===== config.mk =====
export PLATFORM = sky130hd
export DESIGN_NAME = rc_link_supervisor
export DESIGN_NICKNAME = d
export VERILOG_FILES = /design/src/rcls_pkg.sv /design/src/rc_link_supervisor.sv /design/src/rcls_core.sv
export SDC_FILE = /design/constraint.sdc
export NUM_CORES = 1
export LEC_CHECK = 0
export ABC_AREA = 1
export BUFFER_PORTS_ARGS = -buffer_cell sky130_fd_sc_hd__buf_2
export CAP_MARGIN = 25
export CORE_UTILIZATION = 35
export CTS_CLUSTER_DIAMETER = 100
export DETAILED_ROUTE_END_ITERATION = 6
export GPL_TIMING_DRIVEN = 0
export HOLD_SLACK_MARGIN = 0.08
export PLACE_DENSITY = 0.53
export SLEW_MARGIN = 20
export SYNTH_ARGS = -nofsm -noshare
export SYNTH_HDL_FRONTEND = slang
export SYNTH_SLANG_ARGS = --single-unit

===== constraint.sdc =====
create_clock -name clock -period 12.6 [get_ports clock]
set_clock_uncertainty 0.15 [all_clocks]
set_input_delay 0.63 -clock clock [delete_from_list [all_inputs] [get_ports clock]]
set_output_delay 0.63 -clock clock [all_outputs]
set_load 0.01 [all_outputs]

===== src/rcls_pkg.sv =====
`default_nettype none
package rcls_pkg;

   localparam int CSR_DATA_BITS  = 16;
   localparam int CSR_INDEX_BITS = 3;

   localparam logic [1:0] CMD_TICK   = 2'd0;
   localparam logic [1:0] CMD_PACKET = 2'd1;
   localparam logic [1:0] CMD_BEEP   = 2'd2;

   localparam logic [CSR_INDEX_BITS-1:0] REG_TIMEOUT   = 3'd0;
   localparam logic [CSR_INDEX_BITS-1:0] REG_PERIOD    = 3'd1;
   localparam logic [CSR_INDEX_BITS-1:0] REG_BEEP_ON   = 3'd2;
   localparam logic [CSR_INDEX_BITS-1:0] REG_BEEP_GAP  = 3'd3;
   localparam logic [CSR_INDEX_BITS-1:0] REG_BEEP_STRT = 3'd4;
   localparam logic [CSR_INDEX_BITS-1:0] REG_RX_ENABLE = 3'd5;

   localparam logic [15:0] TIMEOUT_RESET    = 16'd500;
   localparam logic [9:0]  PERIOD_RESET     = 10'd100;
   localparam logic [9:0]  BEEP_ON_RESET    = 10'd100;
   localparam logic [9:0]  BEEP_GAP_RESET   = 10'd150;
   localparam logic [9:0]  BEEP_START_RESET = 10'd50;

   localparam logic [11:0] CH_CENTRE       = 12'd2048;
   localparam logic [7:0]  LINK_UP_BEEPS   = 8'd2;

   typedef struct packed {
      logic [1:0] command;
      logic [7:0] payload_byte0;
      logic [7:0] payload_byte1;
      logic [7:0] payload_byte2;
      logic [7:0] payload_byte3;
      logic [7:0] payload_byte4;
      logic [7:0] payload_byte5;
      logic [7:0] payload_byte6;
      logic [7:0] payload_byte7;
      logic [7:0] payload_byte8;
      logic [7:0] payload_byte9;
      logic [7:0] beep_request_count;
   } req_type;

   typedef struct packed {
      logic [11:0] channel_one;
      logic [11:0] channel_two;
      logic [11:0] channel_three;
      logic [11:0] channel_four;
      logic [7:0]  aux_one;
      logic [7:0]  aux_two;
      logic        buzzer_drive;
      logic        link_up;
      logic        link_timed_out;
      logic        ever_received;
      logic [31:0] packets_total;
      logic [31:0] packets_lost;
   } rsp_type;

   typedef struct packed {
      logic [15:0] timeout_ms;
      logic [9:0]  status_period_ms;
      logic [9:0]  beep_on_ms;
      logic [9:0]  beep_gap_ms;
      logic [9:0]  beep_start_ms;
      logic        receiver_enabled;
   } cfg_type;

endpackage
`default_nettype wire


===== src/rc_link_supervisor.sv =====
`default_nettype none
// Radio link supervisor. Each transaction (millisecond tick, received payload or beep
// request) yields one status transaction carrying a snapshot of channels, aux bytes,
// buzzer, link flags and packet counters after that item. One transaction is taken
// every clock cycle while the result is not stalled; the input register and the result
// register sit around the state update. Configuration writes take effect at
// once and should only be made while no transaction is in flight.
module rc_link_supervisor
   import rcls_pkg::*;
#(
   parameter int TIME_BITS = 32
) (
   input  wire logic                      clock,
   input  wire logic                      reset,
   input  wire logic                      req_valid,
   output logic                           req_stall,
   input  wire req_type                   req_payload,
   output logic                           rsp_valid,
   input  wire logic                      rsp_stall,
   output rsp_type                        rsp_payload,
   input  wire logic                      csr_write_enable,
   input  wire logic [CSR_INDEX_BITS-1:0] csr_index,
   input  wire logic [CSR_DATA_BITS-1:0]  csr_write_data
);

   logic    req_valid_ff;
   req_type req_item_ff;
   logic    rsp_valid_ff;
   rsp_type rsp_payload_ff;
   cfg_type cfg_ff;
   rsp_type result;
   logic    advance;
   logic    fire;

   assign advance   = !rsp_valid_ff || !rsp_stall;
   assign fire      = req_valid_ff && advance;
   assign req_stall = req_valid_ff && !advance;
   assign rsp_valid   = rsp_valid_ff;
   assign rsp_payload = rsp_payload_ff;

   always_ff @(posedge clock) begin
      if (reset) begin
         req_valid_ff <= 1'b0;
         rsp_valid_ff <= 1'b0;
      end else begin
         if (!req_stall) begin
            req_valid_ff <= req_valid;
         end
         if (advance) begin
            rsp_valid_ff <= req_valid_ff;
         end
      end
   end

   always_ff @(posedge clock) begin
      if (req_valid && !req_stall) begin
         req_item_ff <= req_payload;
      end
      if (fire) begin
         rsp_payload_ff <= result;
      end
   end

   always_ff @(posedge clock) begin
      if (reset) begin
         cfg_ff.timeout_ms       <= TIMEOUT_RESET;
         cfg_ff.status_period_ms <= PERIOD_RESET;
         cfg_ff.beep_on_ms       <= BEEP_ON_RESET;
         cfg_ff.beep_gap_ms      <= BEEP_GAP_RESET;
         cfg_ff.beep_start_ms    <= BEEP_START_RESET;
         cfg_ff.receiver_enabled <= 1'b1;
      end else if (csr_write_enable) begin
         case (csr_index)
            REG_TIMEOUT:   cfg_ff.timeout_ms       <= csr_write_data;
            REG_PERIOD:    cfg_ff.status_period_ms <= csr_write_data[9:0];
            REG_BEEP_ON:   cfg_ff.beep_on_ms       <= csr_write_data[9:0];
            REG_BEEP_GAP:  cfg_ff.beep_gap_ms      <= csr_write_data[9:0];
            REG_BEEP_STRT: cfg_ff.beep_start_ms    <= csr_write_data[9:0];
            REG_RX_ENABLE: cfg_ff.receiver_enabled <= csr_write_data[0];
            default: begin
            end
         endcase
      end
   end

   rcls_core #(
      .TIME_BITS(TIME_BITS)
   ) u_core (
      .clock (clock),
      .reset (reset),
      .fire  (fire),
      .item  (req_item_ff),
      .cfg   (cfg_ff),
      .result(result)
   );

endmodule
`default_nettype wire


===== src/rcls_core.sv =====
`default_nettype none
module rcls_core
   import rcls_pkg::*;
#(
   parameter int TIME_BITS = 32
) (
   input  wire logic    clock,
   input  wire logic    reset,
   input  wire logic    fire,
   input  wire req_type item,
   input  wire cfg_type cfg,
   output rsp_type      result
);

   logic [TIME_BITS-1:0] time_now_ff, time_now_in;
   logic [TIME_BITS-1:0] last_update_ff, last_update_in;
   logic [TIME_BITS-1:0] last_packet_ff, last_packet_in;
   logic [TIME_BITS-1:0] next_beep_ff, next_beep_in;
   logic                 beep_active_ff, beep_active_in;
   logic                 beep_on_ff, beep_on_in;
   logic [7:0]           beeps_wanted_ff, beeps_wanted_in;
   logic [7:0]           beeps_done_ff, beeps_done_in;
   logic                 link_up_ff, link_up_in;
   logic                 timed_out_ff, timed_out_in;
   logic                 ever_ff, ever_in;
   logic [11:0]          channel_ff [4];
   logic [11:0]          channel_in [4];
   logic [7:0]           aux_ff [2];
   logic [7:0]           aux_in [2];
   logic [31:0]          total_ff, total_in;
   logic [31:0]          lost_ff, lost_in;

   logic [TIME_BITS-1:0] tick_time;
   logic [TIME_BITS-1:0] update_diff;
   logic [TIME_BITS-1:0] beep_diff;
   logic [TIME_BITS-1:0] timeout_diff;
   logic [7:0]           done_inc;
   logic [11:0]          rx_channel [4];

   function automatic logic [11:0] decode_channel(input logic [7:0] lo, input logic [7:0] hi);
      logic [11:0] value;
      if (hi[7:4] != 4'd0) begin
         value = CH_CENTRE;
      end else begin
         value = {hi[3:0], lo};
      end
      return value;
   endfunction

   assign tick_time    = time_now_ff + TIME_BITS'(1);
   assign update_diff  = tick_time - last_update_ff;
   assign beep_diff    = tick_time - next_beep_ff;
   assign timeout_diff = tick_time - last_packet_ff;
   assign done_inc     = beeps_done_ff + 8'd1;

   assign rx_channel[0] = decode_channel(item.payload_byte0, item.payload_byte1);
   assign rx_channel[1] = decode_channel(item.payload_byte2, item.payload_byte3);
   assign rx_channel[2] = decode_channel(item.payload_byte4, item.payload_byte5);
   assign rx_channel[3] = decode_channel(item.payload_byte6, item.payload_byte7);

   always_comb begin
      time_now_in     = time_now_ff;
      last_update_in  = last_update_ff;
      last_packet_in  = last_packet_ff;
      next_beep_in    = next_beep_ff;
      beep_active_in  = beep_active_ff;
      beep_on_in      = beep_on_ff;
      beeps_wanted_in = beeps_wanted_ff;
      beeps_done_in   = beeps_done_ff;
      link_up_in      = link_up_ff;
      timed_out_in    = timed_out_ff;
      ever_in         = ever_ff;
      channel_in      = channel_ff;
      aux_in          = aux_ff;
      total_in        = total_ff;
      lost_in         = lost_ff;
      case (item.command)
         CMD_TICK: begin
            time_now_in = tick_time;
            if (update_diff >= TIME_BITS'(cfg.status_period_ms)) begin
               last_update_in = tick_time;
               if (beep_active_ff && !beep_diff[TIME_BITS-1]) begin
                  if (!beep_on_ff) begin
                     beep_on_in   = 1'b1;
                     next_beep_in = tick_time + TIME_BITS'(cfg.beep_on_ms);
                  end else begin
                     beep_on_in    = 1'b0;
                     beeps_done_in = done_inc;
                     if (done_inc >= beeps_wanted_ff) begin
                        beep_active_in = 1'b0;
                     end else begin
                        next_beep_in = tick_time + TIME_BITS'(cfg.beep_gap_ms);
                     end
                  end
               end
               if (link_up_ff && (timeout_diff > TIME_BITS'(cfg.timeout_ms))) begin
                  link_up_in   = 1'b0;
                  timed_out_in = 1'b1;
                  lost_in      = lost_ff + 32'd1;
                  for (int i = 0; i < 4; i++) begin
                     channel_in[i] = CH_CENTRE;
                  end
                  aux_in[0] = 8'd0;
                  aux_in[1] = 8'd0;
               end
            end
         end
         CMD_PACKET: begin
            if (cfg.receiver_enabled) begin
               channel_in     = rx_channel;
               aux_in[0]      = item.payload_byte8;
               aux_in[1]      = item.payload_byte9;
               ever_in        = 1'b1;
               total_in       = total_ff + 32'd1;
               last_packet_in = time_now_ff;
               timed_out_in   = 1'b0;
               if (!link_up_ff) begin
                  link_up_in      = 1'b1;
                  beep_active_in  = 1'b1;
                  beeps_wanted_in = LINK_UP_BEEPS;
                  beeps_done_in   = 8'd0;
                  next_beep_in    = time_now_ff + TIME_BITS'(cfg.beep_start_ms);
                  beep_on_in      = 1'b0;
               end
            end
         end
         CMD_BEEP: begin
            beep_active_in  = 1'b1;
            beeps_wanted_in = item.beep_request_count;
            beeps_done_in   = 8'd0;
            next_beep_in    = time_now_ff + TIME_BITS'(cfg.beep_start_ms);
            beep_on_in      = 1'b0;
         end
         default: begin
         end
      endcase
   end

   always_ff @(posedge clock) begin
      if (reset) begin
         time_now_ff     <= '0;
         last_update_ff  <= '0;
         last_packet_ff  <= '0;
         next_beep_ff    <= '0;
         beep_active_ff  <= 1'b0;
         beep_on_ff      <= 1'b0;
         beeps_wanted_ff <= 8'd0;
         beeps_done_ff   <= 8'd0;
         link_up_ff      <= 1'b0;
         timed_out_ff    <= 1'b0;
         ever_ff         <= 1'b0;
         for (int i = 0; i < 4; i++) begin
            channel_ff[i] <= 12'd0;
         end
         aux_ff[0]       <= 8'd0;
         aux_ff[1]       <= 8'd0;
         total_ff        <= 32'd0;
         lost_ff         <= 32'd0;
      end else if (fire) begin
         time_now_ff     <= time_now_in;
         last_update_ff  <= last_update_in;
         last_packet_ff  <= last_packet_in;
         next_beep_ff    <= next_beep_in;
         beep_active_ff  <= beep_active_in;
         beep_on_ff      <= beep_on_in;
         beeps_wanted_ff <= beeps_wanted_in;
         beeps_done_ff   <= beeps_done_in;
         link_up_ff      <= link_up_in;
         timed_out_ff    <= timed_out_in;
         ever_ff         <= ever_in;
         channel_ff      <= channel_in;
         aux_ff          <= aux_in;
         total_ff        <= total_in;
         lost_ff         <= lost_in;
      end
   end

   always_comb begin
      result.channel_one    = channel_in[0];
      result.channel_two    = channel_in[1];
      result.channel_three  = channel_in[2];
      result.channel_four   = channel_in[3];
      result.aux_one        = aux_in[0];
      result.aux_two        = aux_in[1];
      result.buzzer_drive   = beep_on_in;
      result.link_up        = link_up_in;
      result.link_timed_out = timed_out_in;
      result.ever_received  = ever_in;
      result.packets_total  = total_in;
      result.packets_lost   = lost_in;
   end

endmodule
`default_nettype wire


==> key figures <==
Outcome
  – Outcome: complete, but fails checks
  – Violated checks: design-rule violations

Floorplanning
  – Area of the die: ~95000 sq um
  – DIE WIDTH: approximately 300 um
  – Io pins: 248
  – Rows: roughly 110
  – Die Ht: 309 um
  – CORE AREA: roughly 93000 sq um
  – Starting density of the core: a little over a third

Placement
  – Pre-CTS setup slack: around 5.8 ns
  – Post-DP HPWL: 87.2 mm
  – I/O Buffers: about 250
  – GPL Wtd Cong: roughly 0.97

Worst setup path
  – Reg2reg path depth: 27
  – Worst EP required: ~13 ns
  – Most used cell, CP: nand2_1
  – Arrival @ worst endpoint: about 7.2 ns
  – Type of element capturing the critical path: flip-flop
  – CP Class: flip-flop to flip-flop
  – Crit-path max cell delay: about 0.90 ns
  – Critical Path Slowest Stage Cell: xor2_1
  – Critical path launch point type: flip-flop
  – Crit-path max FO: 10

STA
  – Sum Neg Setup Slack: 0 ns
  – Tmin final: 6.83 ns
  – Final worst slack: a little under 6 ns
  – Final setup violating endpoints: 0
  – Final Max Tran Viols: 0
  – F_max: 146 MHz
  – Slew Limit Headroom: between 20% and 30%
  – Final Hold Viols: 0
  – RSZ-0062 raised after global routing: false
  – Final Cycle Share: between 50% and 60%
  – Worst-margin pin slew: ~1.1 ns

Route
  – Via count: just over 30000
  – DRT iter0 DRCs: around 2200
  – Router iterations before antenna repair: 7
  – Routed WL per cell: 18.1 um
  – Post-route ant nets: 0
  – Via density per instance: 4.90
  – Final wirelength: 114 mm
  – DRC viols: 1

Clock network
  – Clock Sinks: between 500 and 600
  – Worst-path clk slew: 0.06 ns
  – H-tree depth: 3
  – Max Root-Sink Buffers: 3
  – Num CTS Buffers: 67
  – Worst-Skew Late Latency: ~0.63 ns
  – Root Buffer: clkbuf_16
  – TritonCTS clock tree: yes

Global route
  – Congestion Overflow GR: 0
  – Pin count of the biggest net entering global routing: 51
  – Vias in the first global route: 29196
  – Overall global routing resource usage: roughly a quarter
  – First-pass GRT wire length: between 150 and 200 mm
  – Initial antenna violation count: 4

Logic synthesis
  – Synth warn: 0
  – Top-count cell post-synth: nand2_1
  – Leading area contributor after synthesis: dfxtp_1
  – Synth area leaders: dfxtp_1 20%, edfxtp_1 20%, nand2_1 13%
  – Mapped Cells: approximately 4600
  – Flops & latches, synth: roughly 560
  – Yosys cell types: 53
  – Register area share after synthesis: between 40% and 50%
  – Commonest cells in the netlist: 1099 x nand2_1, 758 x inv_1, 478 x nor2_1
  – Mapped cell area: roughly 33000 sq um
  – Syn_nets: about 4800
  – Mean Syn Cell Area: about 7.2 sq um
  – Main synth FF type: dfxtp_1
  – Synth top area share: between 20% and 30%
  – Number of synthesized flops with an enable pin: 222
  – Ys async rst share: 0%

Power and ir drop
  – PwrDens: 131 nW/um^2
  – Pleak: between 15 and 20 nW
  – Max VDD drop: 0.0990 mV

Job
  – Max_cap viols: 0

Final layout
  – Syn-to-layout area delta: 18.9%
  – Fillers: between 9000 and 10000
  – Fraction of layout cells with a size suffix above 1: about a tenth
  – Nets@finish: 5262

Hold path
  – Hold path depth: 3
  – Hold crit path type: input pin to flip-flop
## final cells by class
type	count	area, sq um	area share, %
Antenna cell	1	2.50	0.00640
Buffer	154	716	1.83
Clock buffer	97	1880	4.81
Clock inverter	25	390	0.998
Inverter	768	2890	7.38
Multi-Input combinational cell	3092	15900	40.8
Sequential cell	558	13400	34.2
Tap cell	1254	1570	4.01
Timing Repair Buffer	349	2330	5.96
## power by group
part	switching (mW)	leakage (nW)	internal, mW	total [mW]
Combinational	0.706	12.5	0.348	1.05
Clock	0.816	1.10	1.21	2.03
Sequential	0.0579	4.90	1.99	2.04
Total	1.58	18.5	3.55	5.13
## cell usage in the layout (no fill, tap or decap), drive strengths merged, types with 154 or more instances in the layout
cell,count
nand2,1160
inv,770
nor2,496
dfxtp,336
a21oi,321
buf,302
nand3,271
o21ai,262
edfxtp,222
clkbuf,208
ha,154
## path summary, 6_finish.rpt
check                           slack [ns]                endpoint                  start
worst max-delay path                  5.77  u_core.next_beep_ff[9]  u_core.time_now_ff[0]
worst max register to register        5.77  u_core.next_beep_ff[9]  u_core.time_now_ff[0]
worst min register to register        0.30              cfg_ff[28]             cfg_ff[28]
worst min-delay path                  0.14              cfg_ff[53]     csr_write_data[12]
## flip-flops by register name (all words and copies together) (netlist names), 48 cells and up
name and cells:
u_core.channel_ff 48, rsp_payload 132, cfg_ff 57, req_item_ff 90
## worst max-delay path: cells and delay by family, from the launching register on
family | cells | cell delay (ns)
xor gates and xnor gates | 2 | 1.30
AOI/OAI and AO/OA | 2 | 0.31
and+or+nand+nor | 18 | 2.83
adders and majority gates | 2 | 0.79
DFF | 1 | 0.63
buffers and inverters | 3 | 0.70
## layer usage
layer  part of all wire, %  vias to the layer above  global-route usage (%)  wire, um
li1                      -                    15651                       -         -
met1                    47                    14274                    32.5     53200
met2                    45                      785                    38.2     51000
met3                   5.8                      156                    3.64      6600
met4                   2.9                        2                    7.81      3330
met5                 0.011                        -                       0        13
## stage by stage
stage	utilization (%)	area, sq um	cells	total power, mW	hold WS (ns)
floorplan	-	32900	4572	2.76	0.274
global placement	38.3	35700	6073	3.10	0.286
detailed placement	38.6	35900	6084	3.11	0.291
CTS	42.0	39100	6296	5.17	0.0961
global route	42.0	39100	6298	5.38	0.166
finish	42.0	39100	6298	5.13	0.137
## what timing repair did
| action | 4_1_cts | 5_1_grt |
|---|---|---|
| hold buffers | 90 | 0 |
| resized for setup | 0 | 0 |
| endpoints found under the hold margin | 90 | 0 |
| buffers inserted | 0 | 0 |
## cell families after synthesis
kind of cell,count (synthesis),share of synthesized area (%)
and+or+nand+nor,2120,27.5
buffers and inverters,922,10.9
AOI/OAI and AO/OA,716,12.1
adders and majority gates,158,6.10
DFF,558,40.7
xor gates and xnor gates,98,2.66
Power figures use the tool's default switching activity.
